===== src/rtl/bmsz_pkg.sv =====
// Shared constants for the skip-zero boxcar mean block.
// No dependencies; compiled before every other file of the block.
package bmsz_pkg;

	// Default build values for the top level parameters.
	localparam int MAX_HALF_WIDTH_DEF = 32;
	localparam int SAMPLE_BITS_DEF    = 32;

	// Width and reset value of the half width register.
	localparam int          HW_BITS  = 6;
	localparam logic [5:0]  HW_RESET = 6'd1;

endpackage


===== src/rtl/bmsz_ifs.sv =====
// Channel interfaces of the skip-zero boxcar mean block: samples, means and
// the half width register write. Depends on bmsz_pkg.
interface bmsz_in_if #(
	parameter int SAMPLE_BITS = bmsz_pkg::SAMPLE_BITS_DEF
);
	logic                          valid;
	logic                          ready;
	logic signed [SAMPLE_BITS-1:0] sample;
	logic                          last_sample;

	modport source (output valid, output sample, output last_sample, input ready);
	modport sink   (input valid, input sample, input last_sample, output ready);
endinterface

interface bmsz_out_if #(
	parameter int SAMPLE_BITS = bmsz_pkg::SAMPLE_BITS_DEF
);
	logic                          valid;
	logic                          ready;
	logic signed [SAMPLE_BITS-1:0] mean;
	logic                          last_result;

	modport source (output valid, output mean, output last_result, input ready);
	modport sink   (input valid, input mean, input last_result, output ready);
endinterface

interface bmsz_cfg_if;
	import bmsz_pkg::*;

	logic               valid;
	logic               ready;
	logic [HW_BITS-1:0] half_width;

	modport source (output valid, output half_width, input ready);
	modport sink   (input valid, input half_width, output ready);
endinterface


===== src/rtl/boxcar_mean_skip_zero.sv =====
// Skip-zero centred boxcar mean over a sample vector, window held in one RAM.
// Depends on bmsz_pkg and the channel interfaces in bmsz_ifs.sv.
//
//  channel   dir   handshake      word
//  samples   in    valid/ready    sample, last_sample
//  means     out   valid/ready    mean, last_result
//  cfg       in    valid/ready    half_width (always ready)
//
// A sample word is taken only while idle, so no new sample is taken until the
// means it causes are handed to the output register: one window RAM read per
// sample in the window, then a restoring divider that retires one quotient bit
// a cycle.
// A window with no nonzero sample skips the divider.
// A last sample flushes up to half_width + 1 means in turn.
// Reset is asynchronous and clears all control state; the window RAM is not
// cleared, as only entries of the current vector are read.
// A stalled mean waits in the output register; new samples are taken while it waits.
module boxcar_mean_skip_zero #(
	parameter int MAX_HALF_WIDTH = bmsz_pkg::MAX_HALF_WIDTH_DEF,
	parameter int SAMPLE_BITS    = bmsz_pkg::SAMPLE_BITS_DEF
) (
	input  logic       clk,
	input  logic       arst_n,
	bmsz_in_if.sink    samples,
	bmsz_out_if.source means,
	bmsz_cfg_if.sink   cfg
);
	import bmsz_pkg::*;

	localparam int DEPTH = 2 * MAX_HALF_WIDTH + 1;
	localparam int AW    = $clog2(DEPTH);
	localparam int CW    = $clog2(DEPTH + 1);
	localparam int SUM_W = SAMPLE_BITS + CW;
	localparam int DCW   = $clog2(SUM_W);

	typedef enum logic [5:0] {
		S_IDLE  = 6'b000001,
		S_SWEEP = 6'b000010,
		S_DRAIN = 6'b000100,
		S_PREP  = 6'b001000,
		S_DIV   = 6'b010000,
		S_OUT   = 6'b100000
	} state_t;

	state_t                    state_q;
	logic [HW_BITS-1:0]        hw_q;
	logic [AW-1:0]             wp_q;
	logic [CW-1:0]             seen_q;
	logic [AW-1:0]             newest_q;
	logic [CW-1:0]             h_q;
	logic [CW-1:0]             c_q;
	logic [CW-1:0]             center_q;
	logic                      flush_q;
	logic [AW-1:0]             rd_addr_q;
	logic [CW-1:0]             age_q;
	logic [CW-1:0]             oldest_q;
	logic                      rd_vld_s1;
	logic [SAMPLE_BITS-1:0]    rd_data_s1;
	logic signed [SUM_W-1:0]   sum_q;
	logic [CW-1:0]             cnt_q;
	logic                      neg_q;
	logic [SUM_W-1:0]          qr_q;
	logic [CW-1:0]             rem_q;
	logic [DCW-1:0]            div_cnt_q;
	logic signed [SAMPLE_BITS-1:0] mean_q;
	logic                      last_res_q;
	logic                      out_vld_q;

	logic [SAMPLE_BITS-1:0]    win_mem [DEPTH];

	logic                      in_acc;
	logic [CW-1:0]             h_eff;
	logic [CW-1:0]             c_new;
	logic [CW-1:0]             c_m1;
	logic [CW-1:0]             top;
	logic [CW-1:0]             reach_top;
	logic [CW-1:0]             oldest_first;
	logic [CW-1:0]             center_nx;
	logic [CW-1:0]             reach_nx;
	logic [CW-1:0]             oldest_nx;
	logic [SUM_W-1:0]          sum_mag;
	logic [CW:0]               trial;
	logic                      trial_ge;
	logic [SUM_W-1:0]          quot;
	logic                      out_free;
	logic                      out_load;

	assign samples.ready = (state_q == S_IDLE);
	assign cfg.ready     = 1'b1;
	assign in_acc        = samples.valid && samples.ready;

	assign means.valid       = out_vld_q;
	assign means.mean        = mean_q;
	assign means.last_result = last_res_q;

	// Effective half width, saturated at the build maximum.
	assign h_eff = (32'(hw_q) > 32'(MAX_HALF_WIDTH)) ? CW'(MAX_HALF_WIDTH) : CW'(hw_q);

	// Sample count after this word, saturating at the window depth.
	assign c_new = (seen_q < CW'(DEPTH)) ? seen_q + 1'b1 : seen_q;
	assign c_m1  = c_new - 1'b1;

	// Window of the first result: a plain step reaches 2h back, a flush
	// starts its centre at min(h, c-1) and reaches h past it.
	assign top       = (h_eff < c_m1) ? h_eff : c_m1;
	assign reach_top = top + h_eff;
	always_comb begin
		if (samples.last_sample) begin
			oldest_first = (reach_top < c_m1) ? reach_top : c_m1;
		end else begin
			oldest_first = ((h_eff << 1) < c_m1) ? (h_eff << 1) : c_m1;
		end
	end

	// Window of the next flushed result.
	assign center_nx = center_q - 1'b1;
	assign reach_nx  = center_nx + h_q;
	assign oldest_nx = (reach_nx < (c_q - 1'b1)) ? reach_nx : (c_q - 1'b1);

	// Divider step and final sign fix.
	assign sum_mag  = sum_q[SUM_W-1] ? SUM_W'(-sum_q) : SUM_W'(sum_q);
	assign trial    = {rem_q, qr_q[SUM_W-1]};
	assign trial_ge = (trial >= {1'b0, cnt_q});
	assign quot     = neg_q ? (~qr_q + 1'b1) : qr_q;
	assign out_free = !out_vld_q || means.ready;
	assign out_load = (state_q == S_OUT) && out_free;

	// Window RAM: written on sample acceptance, read one address a cycle.
	always_ff @(posedge clk) begin
		if (in_acc) begin
			win_mem[wp_q] <= samples.sample;
		end
		rd_data_s1 <= win_mem[rd_addr_q];
	end

	// Half width register.
	always_ff @(posedge clk or negedge arst_n) begin
		if (!arst_n) begin
			hw_q <= HW_RESET;
		end else if (cfg.valid && cfg.ready) begin
			hw_q <= cfg.half_width;
		end
	end

	// Read valid for the registered RAM data.
	always_ff @(posedge clk or negedge arst_n) begin
		if (!arst_n) begin
			rd_vld_s1 <= 1'b0;
		end else begin
			rd_vld_s1 <= (state_q == S_SWEEP);
		end
	end

	// Sequencer: accept, sweep the window, divide, hand over the mean.
	always_ff @(posedge clk or negedge arst_n) begin
		if (!arst_n) begin
			state_q    <= S_IDLE;
			wp_q       <= '0;
			seen_q     <= '0;
			out_vld_q  <= 1'b0;
			flush_q    <= 1'b0;
			center_q   <= '0;
			age_q      <= '0;
			div_cnt_q  <= '0;
			newest_q   <= '0;
			rd_addr_q  <= '0;
			h_q        <= '0;
			c_q        <= '0;
			oldest_q   <= '0;
			sum_q      <= '0;
			cnt_q      <= '0;
			neg_q      <= 1'b0;
			qr_q       <= '0;
			rem_q      <= '0;
			mean_q     <= '0;
			last_res_q <= 1'b0;
		end else begin
			// The mean word stays valid until taken, and is reloaded from the divider.
			out_vld_q <= out_load || (out_vld_q && !means.ready);
			case (state_q)
				S_IDLE: begin
					if (in_acc) begin
						newest_q  <= wp_q;
						rd_addr_q <= wp_q;
						h_q       <= h_eff;
						c_q       <= c_new;
						age_q     <= '0;
						oldest_q  <= oldest_first;
						center_q  <= samples.last_sample ? top : '0;
						flush_q   <= samples.last_sample;
						sum_q     <= '0;
						cnt_q     <= '0;
						if (samples.last_sample) begin
							wp_q    <= '0;
							seen_q  <= '0;
							state_q <= S_SWEEP;
						end else begin
							wp_q   <= (wp_q == AW'(DEPTH - 1)) ? '0 : wp_q + 1'b1;
							seen_q <= c_new;
							if (c_new > h_eff) begin
								state_q <= S_SWEEP;
							end
						end
					end
				end
				S_SWEEP: begin
					rd_addr_q <= (rd_addr_q == '0) ? AW'(DEPTH - 1) : rd_addr_q - 1'b1;
					age_q     <= age_q + 1'b1;
					if (age_q == oldest_q) begin
						state_q <= S_DRAIN;
					end
				end
				S_DRAIN: begin
					state_q <= S_PREP;
				end
				S_PREP: begin
					rem_q     <= '0;
					div_cnt_q <= DCW'(SUM_W - 1);
					if (cnt_q == '0) begin
						qr_q    <= '0;
						neg_q   <= 1'b0;
						state_q <= S_OUT;
					end else begin
						qr_q    <= sum_mag;
						neg_q   <= sum_q[SUM_W-1];
						state_q <= S_DIV;
					end
				end
				S_DIV: begin
					qr_q      <= {qr_q[SUM_W-2:0], trial_ge};
					rem_q     <= trial_ge ? CW'(trial - {1'b0, cnt_q}) : trial[CW-1:0];
					div_cnt_q <= div_cnt_q - 1'b1;
					if (div_cnt_q == '0) begin
						state_q <= S_OUT;
					end
				end
				S_OUT: begin
					if (out_free) begin
						mean_q     <= quot[SAMPLE_BITS-1:0];
						last_res_q <= flush_q && (center_q == '0);
						if (flush_q && (center_q != '0)) begin
							center_q  <= center_nx;
							oldest_q  <= oldest_nx;
							rd_addr_q <= newest_q;
							age_q     <= '0;
							sum_q     <= '0;
							cnt_q     <= '0;
							state_q   <= S_SWEEP;
						end else begin
							state_q <= S_IDLE;
						end
					end
				end
				default: begin
					state_q <= S_IDLE;
				end
			endcase

			// Accumulate nonzero samples as the RAM data returns.
			if (rd_vld_s1 && (rd_data_s1 != '0)) begin
				sum_q <= sum_q + SUM_W'(signed'(rd_data_s1));
				cnt_q <= cnt_q + 1'b1;
			end
		end
	end

endmodule


===== src/flat_wrapper.sv =====
// flat-port wrapper written by rule: the top's interface ports become plain ports
module boxcar_mean_skip_zero_flat import bmsz_pkg::*;
#(
	parameter int MAX_HALF_WIDTH = bmsz_pkg::MAX_HALF_WIDTH_DEF,
	parameter int SAMPLE_BITS    = bmsz_pkg::SAMPLE_BITS_DEF
)
  (clk, arst_n, samples_valid, samples_sample, samples_last_sample, samples_ready, means_valid, means_mean, means_last_result, means_ready, cfg_valid, cfg_half_width, cfg_ready);
  bmsz_in_if #(.SAMPLE_BITS(SAMPLE_BITS)) samples_i ();
  bmsz_out_if #(.SAMPLE_BITS(SAMPLE_BITS)) means_i ();
  bmsz_cfg_if cfg_i ();
  input  logic clk;
  input  logic arst_n;
  input wire logic [$bits(samples_i.valid)-1:0] samples_valid;
  input wire logic [$bits(samples_i.sample)-1:0] samples_sample;
  input wire logic [$bits(samples_i.last_sample)-1:0] samples_last_sample;
  output wire logic [$bits(samples_i.ready)-1:0] samples_ready;
  output wire logic [$bits(means_i.valid)-1:0] means_valid;
  output wire logic [$bits(means_i.mean)-1:0] means_mean;
  output wire logic [$bits(means_i.last_result)-1:0] means_last_result;
  input wire logic [$bits(means_i.ready)-1:0] means_ready;
  input wire logic [$bits(cfg_i.valid)-1:0] cfg_valid;
  input wire logic [$bits(cfg_i.half_width)-1:0] cfg_half_width;
  output wire logic [$bits(cfg_i.ready)-1:0] cfg_ready;
  assign samples_i.valid = samples_valid;
  assign samples_i.sample = samples_sample;
  assign samples_i.last_sample = samples_last_sample;
  assign samples_ready = samples_i.ready;
  assign means_valid = means_i.valid;
  assign means_mean = means_i.mean;
  assign means_last_result = means_i.last_result;
  assign means_i.ready = means_ready;
  assign cfg_i.valid = cfg_valid;
  assign cfg_i.half_width = cfg_half_width;
  assign cfg_ready = cfg_i.ready;
  boxcar_mean_skip_zero #(.MAX_HALF_WIDTH(MAX_HALF_WIDTH), .SAMPLE_BITS(SAMPLE_BITS)) u_core (.clk(clk), .arst_n(arst_n), .samples(samples_i), .means(means_i), .cfg(cfg_i));
endmodule

===== config.mk =====
export PLATFORM = sky130hd
export DESIGN_NAME = boxcar_mean_skip_zero_flat
export DESIGN_NICKNAME = d
export VERILOG_FILES = /design/src/rtl/bmsz_pkg.sv /design/src/rtl/bmsz_ifs.sv /design/src/rtl/boxcar_mean_skip_zero.sv /design/src/flat_wrapper.sv
export SDC_FILE = /design/constraint.sdc
export NUM_CORES = 2
export LEC_CHECK = 0
export BUFFER_PORTS_ARGS = -buffer_cell sky130_fd_sc_hd__buf_2
export CORE_MARGIN = 1
export CORE_UTILIZATION = 25
export CTS_BUF_LIST = sky130_fd_sc_hd__clkbuf_8
export DETAILED_ROUTE_END_ITERATION = 8
export PLACE_DENSITY_LB_ADDON = 0.15
export RECOVER_POWER = 50
export SLEW_MARGIN = 20
export SYNTH_ARGS = -nofsm -noshare
export SYNTH_HDL_FRONTEND = slang
export SYNTH_SLANG_ARGS = --single-unit

===== constraint.sdc =====
create_clock -name clk -period 15 [get_ports clk]
set_input_delay 1.5 -clock clk [delete_from_list [all_inputs] [get_ports clk]]
set_output_delay 1.5 -clock clk [all_outputs]
set_load 0.01 [all_outputs]

== Word level (Yosys, flattened, before mapping) ==
Memories as Yosys holds them, arrays and structs flattened. A register that Yosys moved wholly into a read port is not among the register bits.
Index checks and enable logic that the tools add are counted.

* Flip-flop bits (word level): 210
* Memories kept: 1
* Word-level logic and storage cells: 144
* Bits in writable memories: 2080

* Add/sub/neg operators: 15
* Magnitude comparators: 8
* Reductions and logical operators: 26
* Eq/ne operators: 17
* Muxes and demuxes: 54
* Bitwise logic cells: 1

{| class="wikitable"
|+ Memory list
! memory !! words !! bits a word !! rd ports !! clocked after Yosys merged registers in !! wr ports !! RTL line !! source
|-
| u_core.win_mem || 65 || 32 || 1 || 1 || 1 || boxcar_mean_skip_zero.sv:69 || <nowiki>logic [SAMPLE_BITS-1:0] win_mem [DEPTH];</nowiki>
|}

{| class="wikitable"
|+ Operators with widths
! kind !! number
|-
| $mux 39 || 6
|-
| $mux 7 || 25
|-
| $pmux 39 s2 || 2
|-
| $pmux 7 s2 || 4
|-
| $mux 6 || 8
|-
| $pmux 7 s3 || 2
|-
| $add 39x32->39 || 1
|-
| $neg 39->39 || 1
|-
| $pmux 6 s6 || 1
|-
| $add 32x1->32 const B || 1
|-
| $mux 32 || 1
|-
| $not 32->32 || 1
|-
| $reduce_bool 32->1 || 1
|-
| $add 7x1->7 const B || 4
|-
| $lt 7x7->1 || 4
|-
| $sub 7x1->7 const B || 4
|-
| $logic_not 7->1 || 3
|-
| $add 7x7->7 || 2
|-
| $pmux 6 s2 || 1
|-
| $reduce_and 4->1 || 3
|-
| $ne 3x3->1 const B || 3
|-
| $ge 8x7->1 || 1
|-
| $eq 7x7->1 || 1
|-
| $eq 7x7->1 const B || 1
|-
| 25 further kinds || 40
|}

== Logic depth before layout (Yosys ltp) ==
* Depth in word-level cells: 11
* Gate-level depth with buffers: 27
* Depth with buffers taken out: 25

== Worst setup path after synthesis ==
OpenSTA, ideal clock, no wires.

* Path type: reg-to-reg
* Start point: register u_core.seen_q[3]
* End point: register u_core.oldest_q[6]
* Buffers on the path: 1
* Cell stages (with the launch flop): 26
* Library setup time: 143 ps
* Arrival time: 6023 ps
* Slack: 8835 ps
* Cell sequence: dfrtp_1 -> or4_1 -> nor2_1 -> nor2_1 -> o31ai_1 -> ha_1 -> nor2b_1 -> o21a_1 -> o21a_1 -> o41ai_1 -> a21oi_1 -> o21ai_2 -> mux2_2 -> ha_1 -> fa_1 -> a21o_1 -> a21oi_1 -> o21bai_1 -> a21o_1 -> ha_1 -> and3b_1 -> a221oi_1 -> buf_2 -> nor3_1 -> a211oi_1 -> o221ai_1

* Cells in the longest elaborated chain, start to end: 11
* Elaborated cells between the ends (all ways): 14
* Those cells by class: 3 x add/sub; 4 x order compare; 7 x mux

{| class="wikitable"
|+ Ends and longest elaborated chain
! element !! RTL line !! source
|-
| from (decl) || boxcar_mean_skip_zero.sv:48 || <nowiki>logic [CW-1:0] seen_q;</nowiki>
|-
| from (signal assigned) || boxcar_mean_skip_zero.sv:199 || <nowiki>seen_q <= c_new;</nowiki>
|-
| $add 7x1->7 / $lt 7x7->1 (equally long branches) || boxcar_mean_skip_zero.sv:100 || <nowiki>assign c_new = (seen_q < CW'(DEPTH)) ? seen_q + 1'b1 : seen_q;</nowiki>
|-
| $mux 7 * || boxcar_mean_skip_zero.sv:100 ||
|-
| $sub 7x1->7 * || boxcar_mean_skip_zero.sv:101 || <nowiki>assign c_m1 = c_new - 1'b1;</nowiki>
|-
| $lt 7x7->1 || boxcar_mean_skip_zero.sv:105 || <nowiki>assign top = (h_eff < c_m1) ? h_eff : c_m1;</nowiki>
|-
| $mux 7 || boxcar_mean_skip_zero.sv:105 ||
|-
| $add 7x7->7 || boxcar_mean_skip_zero.sv:106 || <nowiki>assign reach_top = top + h_eff;</nowiki>
|-
| $lt 7x7->1 || boxcar_mean_skip_zero.sv:109 || <nowiki>oldest_first = (reach_top < c_m1) ? reach_top : c_m1;</nowiki>
|-
| $mux 7 || boxcar_mean_skip_zero.sv:109 ||
|-
| $mux 7 * || boxcar_mean_skip_zero.sv:108 || <nowiki>if (samples.last_sample) begin</nowiki>
|-
| $mux 7 * || boxcar_mean_skip_zero.sv:182 || <nowiki>if (in_acc) begin</nowiki>
|-
| $pmux 7 s2 * || boxcar_mean_skip_zero.sv:180 || <nowiki>case (state_q)</nowiki>
|-
| to (signal assigned) || boxcar_mean_skip_zero.sv:188 || <nowiki>oldest_q <= oldest_first;</nowiki>
|-
| to (signal assigned) || boxcar_mean_skip_zero.sv:243 || <nowiki>oldest_q <= oldest_nx;</nowiki>
|-
| to (decl) || boxcar_mean_skip_zero.sv:56 || <nowiki>logic [CW-1:0] oldest_q;</nowiki>
|}

Mark *: on every way between the ends. The rest lies on a longest branch, timed or not. The select of a mux whose other input is x is not followed.
A chain may end at the register's enable or synchronous reset.

==> qor.txt <==
RR Startpoint = u_core.seen_q[3]$_DFFE_PN0P_
Failing checks = capacitance limit, slew limit
DR iter-0 viols = 3,812
Tot GR Track Use = 0.143
Post-synth EDFFs = 2,080
R2r setup slk = 7780 ps
Hpwl dp = 152,000 um
Antenna violations before repair = 38
Vias = 47.6k
Clk pin slew, worst setup/hold paths = 60 ps
Area contributors post-synth = edfxtp_1, mux4_2, dfrtp_1
Antenna viol nets, final = 0
Worst path cell trace = clkbuf_1 > clkbuf_1
Setup Crit Path Kind = input port to asynchronous set/reset pin
CTS max path bufs = 4
Worst path top cell family by delay = buffers and inverters
Layout Cell Area excl Fill = 109,000 um2
Synthesized area per cell = 20.0 um2
Placed cell area = 101,000 um2
Max VDD drop = 0.000131 V
Tcrit/Tclk final = 0.505
Critical Path Most Common Cell = clkbuf_1
Max Cap Viol = 38
Critical-path top delay cell = clkbuf_1
Nets = 5,226
Drt total wl = 274,000 um
# rows = 224
Vias/cell = 4.58
Cells on worst reg2reg path = 25
CP max stage delay = 3520 ps
CP arrival = 7840 ps
P_leak = 34.9 nW
Layout cells sized above 1 = 0.271
Die area = 378,000 um2
Status = finished, violations left
# DRC = 0
Area share of the largest cell type after synthesis = 0.666
Final setup viols = 0
Die width = 614 um
Worst Setup End Kind = asynchronous set/reset pin
Leading cell type by number of instances after synthesis = edfxtp_1
Layout Cells excl Fill = 10.4k
Post-synth cell types = 86
Largest net degree at the start of global routing = 114
RSZ-0062 raised after global routing = false
Fill count = 36.8k
IO buf count = 78
Syn Inst Count = 4,694
Root buffer cell = clkbuf_8
Core ar. = 373,000 um2
Hold Vio Cnt, Final = 0
Synthesis-to-finish area growth = 15.8%
Worst min-delay path class = register to register
Syn nets = 4,837
H-tree lvl count = 5
HP Start = u_core.win_mem[64][24]$_DFFE_PP_
Fin Setup TNS = 0 ps
Initial Util = 0.252
Worst reg2reg endpoint = u_core.oldest_q[0]$_DFFE_PN0P_
Slew headroom = -2.41
Seq/Total Area, Yosys = 0.729
Post-CTS Setup Repair Bufs = 0
Least-Margin Pin Slew = 5120 ps
WP data required = 15,270 ps
Hold Buf Count CTS = 0
GPL Wtd Cong = 0.735
Power per cell area = 176 nW/um2
Syn. warnings = 0
CTS Sinks = 2,321
Async set-or-reset flop fraction in the synthesized netlist = 0.0900
Hold depth = 1
Clock skew = 110 ps
CTS resizes = 0
Worst skew pair latency = 1090 ps
Post-synth top cells = edfxtp_1, mux4_2, nand2_1
Drt pass-1 iters = 5
Remaining Overflow, GRT = 0
Number of global-route vias before repair = 50.3k
Post-layout min period = 7570 ps
Worst Path Max Fanout = 87
CTS tree = yes
Avg WL per Cell = 26.4 um
WP buf/inv = 2
Achievable Freq = 0.132 GHz
Cell taking the most area after synthesis = edfxtp_1
# IOs = 80
First-pass GRT wire length = 387,000 um
Worst Setup Start Kind = input port
Synth Flop Type = edfxtp_1
Hold EP = u_core.rd_data_s1[24]$_DFF_P_
Chip height = 614 um
Synth Cell Area = 93,800 um2
Clock buffer count from CTS = 409
Max-slew violations = 2,354
Placed Cells = 9,643
Flops & latches, synth = 2,321
[state kept, by name (all words and copies together) (netlist names), 32 cells and up]
register,cells
u_core.sum_q,39
u_core.means.mean,32
u_core.rd_data_s1,32
u_core.win_mem,2080
u_core.qr_q,39
[power breakdown]
part	leakage, nW	switching (mW)	internal (mW)	total [mW]
sequential	21.8	0.453	7.31	7.76
combinational	8.75	3.19	2.69	5.89
clock	4.41	2.68	2.81	5.49
total	34.9	6.33	12.8	19.1
[stage by stage]
stage | setup WS (ps) | utilization | hold WS, ps | total power, mW
2_1_floorplan | 8830 | - | 445 | 11.8
3_3_place_gp | 7560 | 0.271 | 454 | 13.9
3_5_place_dp | 7890 | 0.271 | 457 | 13.9
4_1_cts | 7830 | 0.292 | 402 | 19.5
5_1_grt | 5760 | 0.291 | 469 | 20.2
6_report | 7430 | 0.291 | 463 | 19.1
[cells by family (layout without fill, tap and decap cells)]
kind of cell / after synthesis / after routing / synth area share
compound gates: 517 / 517 / 0.0348
xor+xnor: 152 / 152 / 0.0142
fa+ha+maj: 99 / 99 / 0.0135
buf+inv: 292 / 1004 / 0.0120
flops: 2321 / 2321 / 0.729
mux: 727 / 727 / 0.168
other cells: 1 / 8 / 0.0000400
simple gates: 585 / 585 / 0.0291
[layout by cell type (no fill, tap or decap), types with 11 or more instances in the layout]
| cell type | synthesis | layout |
|---|---|---|
| dfxtp_1 | 32 | 32 |
| a31oi_1 | 11 | 11 |
| or3_1 | 18 | 18 |
| clkbuf_1 | 182 | 42 |
| nor2b_1 | 14 | 13 |
| o41ai_1 | 12 | 12 |
| nor4_1 | 23 | 23 |
| o21ai_0 | 132 | 131 |
| nor2_4 | 0 | 65 |
| nor2_1 | 152 | 87 |
| inv_1 | 57 | 213 |
| nor3_1 | 37 | 37 |
| xnor2_1 | 52 | 52 |
| a211oi_1 | 14 | 14 |
| a22o_1 | 15 | 15 |
| edfxtp_1 | 2080 | 2080 |
| o31ai_1 | 25 | 25 |
| a22oi_1 | 44 | 44 |
| buf_4 | 1 | 103 |
| clkinv_1 | 4 | 91 |
| nand2b_1 | 11 | 11 |
| clkinv_2 | 0 | 31 |
| a21o_1 | 21 | 21 |
| ha_1 | 95 | 95 |
| buf_2 | 19 | 54 |
| mux4_2 | 672 | 672 |
| clkbuf_8 | 0 | 431 |
| mux2i_1 | 14 | 14 |
| o21bai_1 | 14 | 14 |
| dfrtp_1 | 207 | 200 |
| o21ai_1 | 85 | 85 |
| mux2_2 | 39 | 39 |
| nand2_1 | 222 | 221 |
| a21oi_1 | 82 | 82 |
| nand4_1 | 14 | 14 |
| xor2_1 | 100 | 100 |
| nand3_1 | 36 | 36 |
[per-layer routing]
| layer | share of wire | vias to the layer above | global-route usage | wire (um) |
|---|---|---|---|---|
| met5 | 0.000077 | - | 0 | 21 |
| met4 | 0.022 | 4 | 0.0368 | 6100 |
| met3 | 0.049 | 428 | 0.0228 | 13400 |
| met2 | 0.47 | 1200 | 0.231 | 130000 |
| met1 | 0.46 | 25700 | 0.199 | 125000 |
| li1 | - | 20300 | - | - |
[final cells by class]
cell class | instances | area [um2] | share of cell area
flip-flops and latches | 2321 | 68400 | 0.630
multi-input cells | 2081 | 24800 | 0.229
well taps | 4972 | 6220 | 0.0573
clock buffers | 431 | 5930 | 0.0546
clock inverters | 303 | 1600 | 0.0147
repair buffers | 208 | 1390 | 0.0128
inverters | 62 | 233 | 0.00214
diodes | 7 | 17.5 | 0.000161
[how the worst max path moves through the flow]
| stage | start | end | slack (ps) | cells past startpoint |
|---|---|---|---|---|
| floorplan | u_core.seen_q[3]$_DFFE_PN0P_ | u_core.oldest_q[6]$_DFFE_PN0P_ | 8830 | 25 |
| global placement | u_core.seen_q[3]$_DFFE_PN0P_ | u_core.oldest_q[0]$_DFFE_PN0P_ | 7560 | 24 |
| detailed placement | u_core.seen_q[3]$_DFFE_PN0P_ | u_core.oldest_q[0]$_DFFE_PN0P_ | 7890 | 25 |
| CTS | u_core.seen_q[3]$_DFFE_PN0P_ | u_core.oldest_q[0]$_DFFE_PN0P_ | 7830 | 25 |
| global route | arst_n | u_core.qr_q[8]$_DFFE_PN0P_ | 5760 | 2 |
| finish | arst_n | u_core.means.mean[22]$_DFFE_PN0P_ | 7430 | 2 |
(Power assumes the default switching activity.)
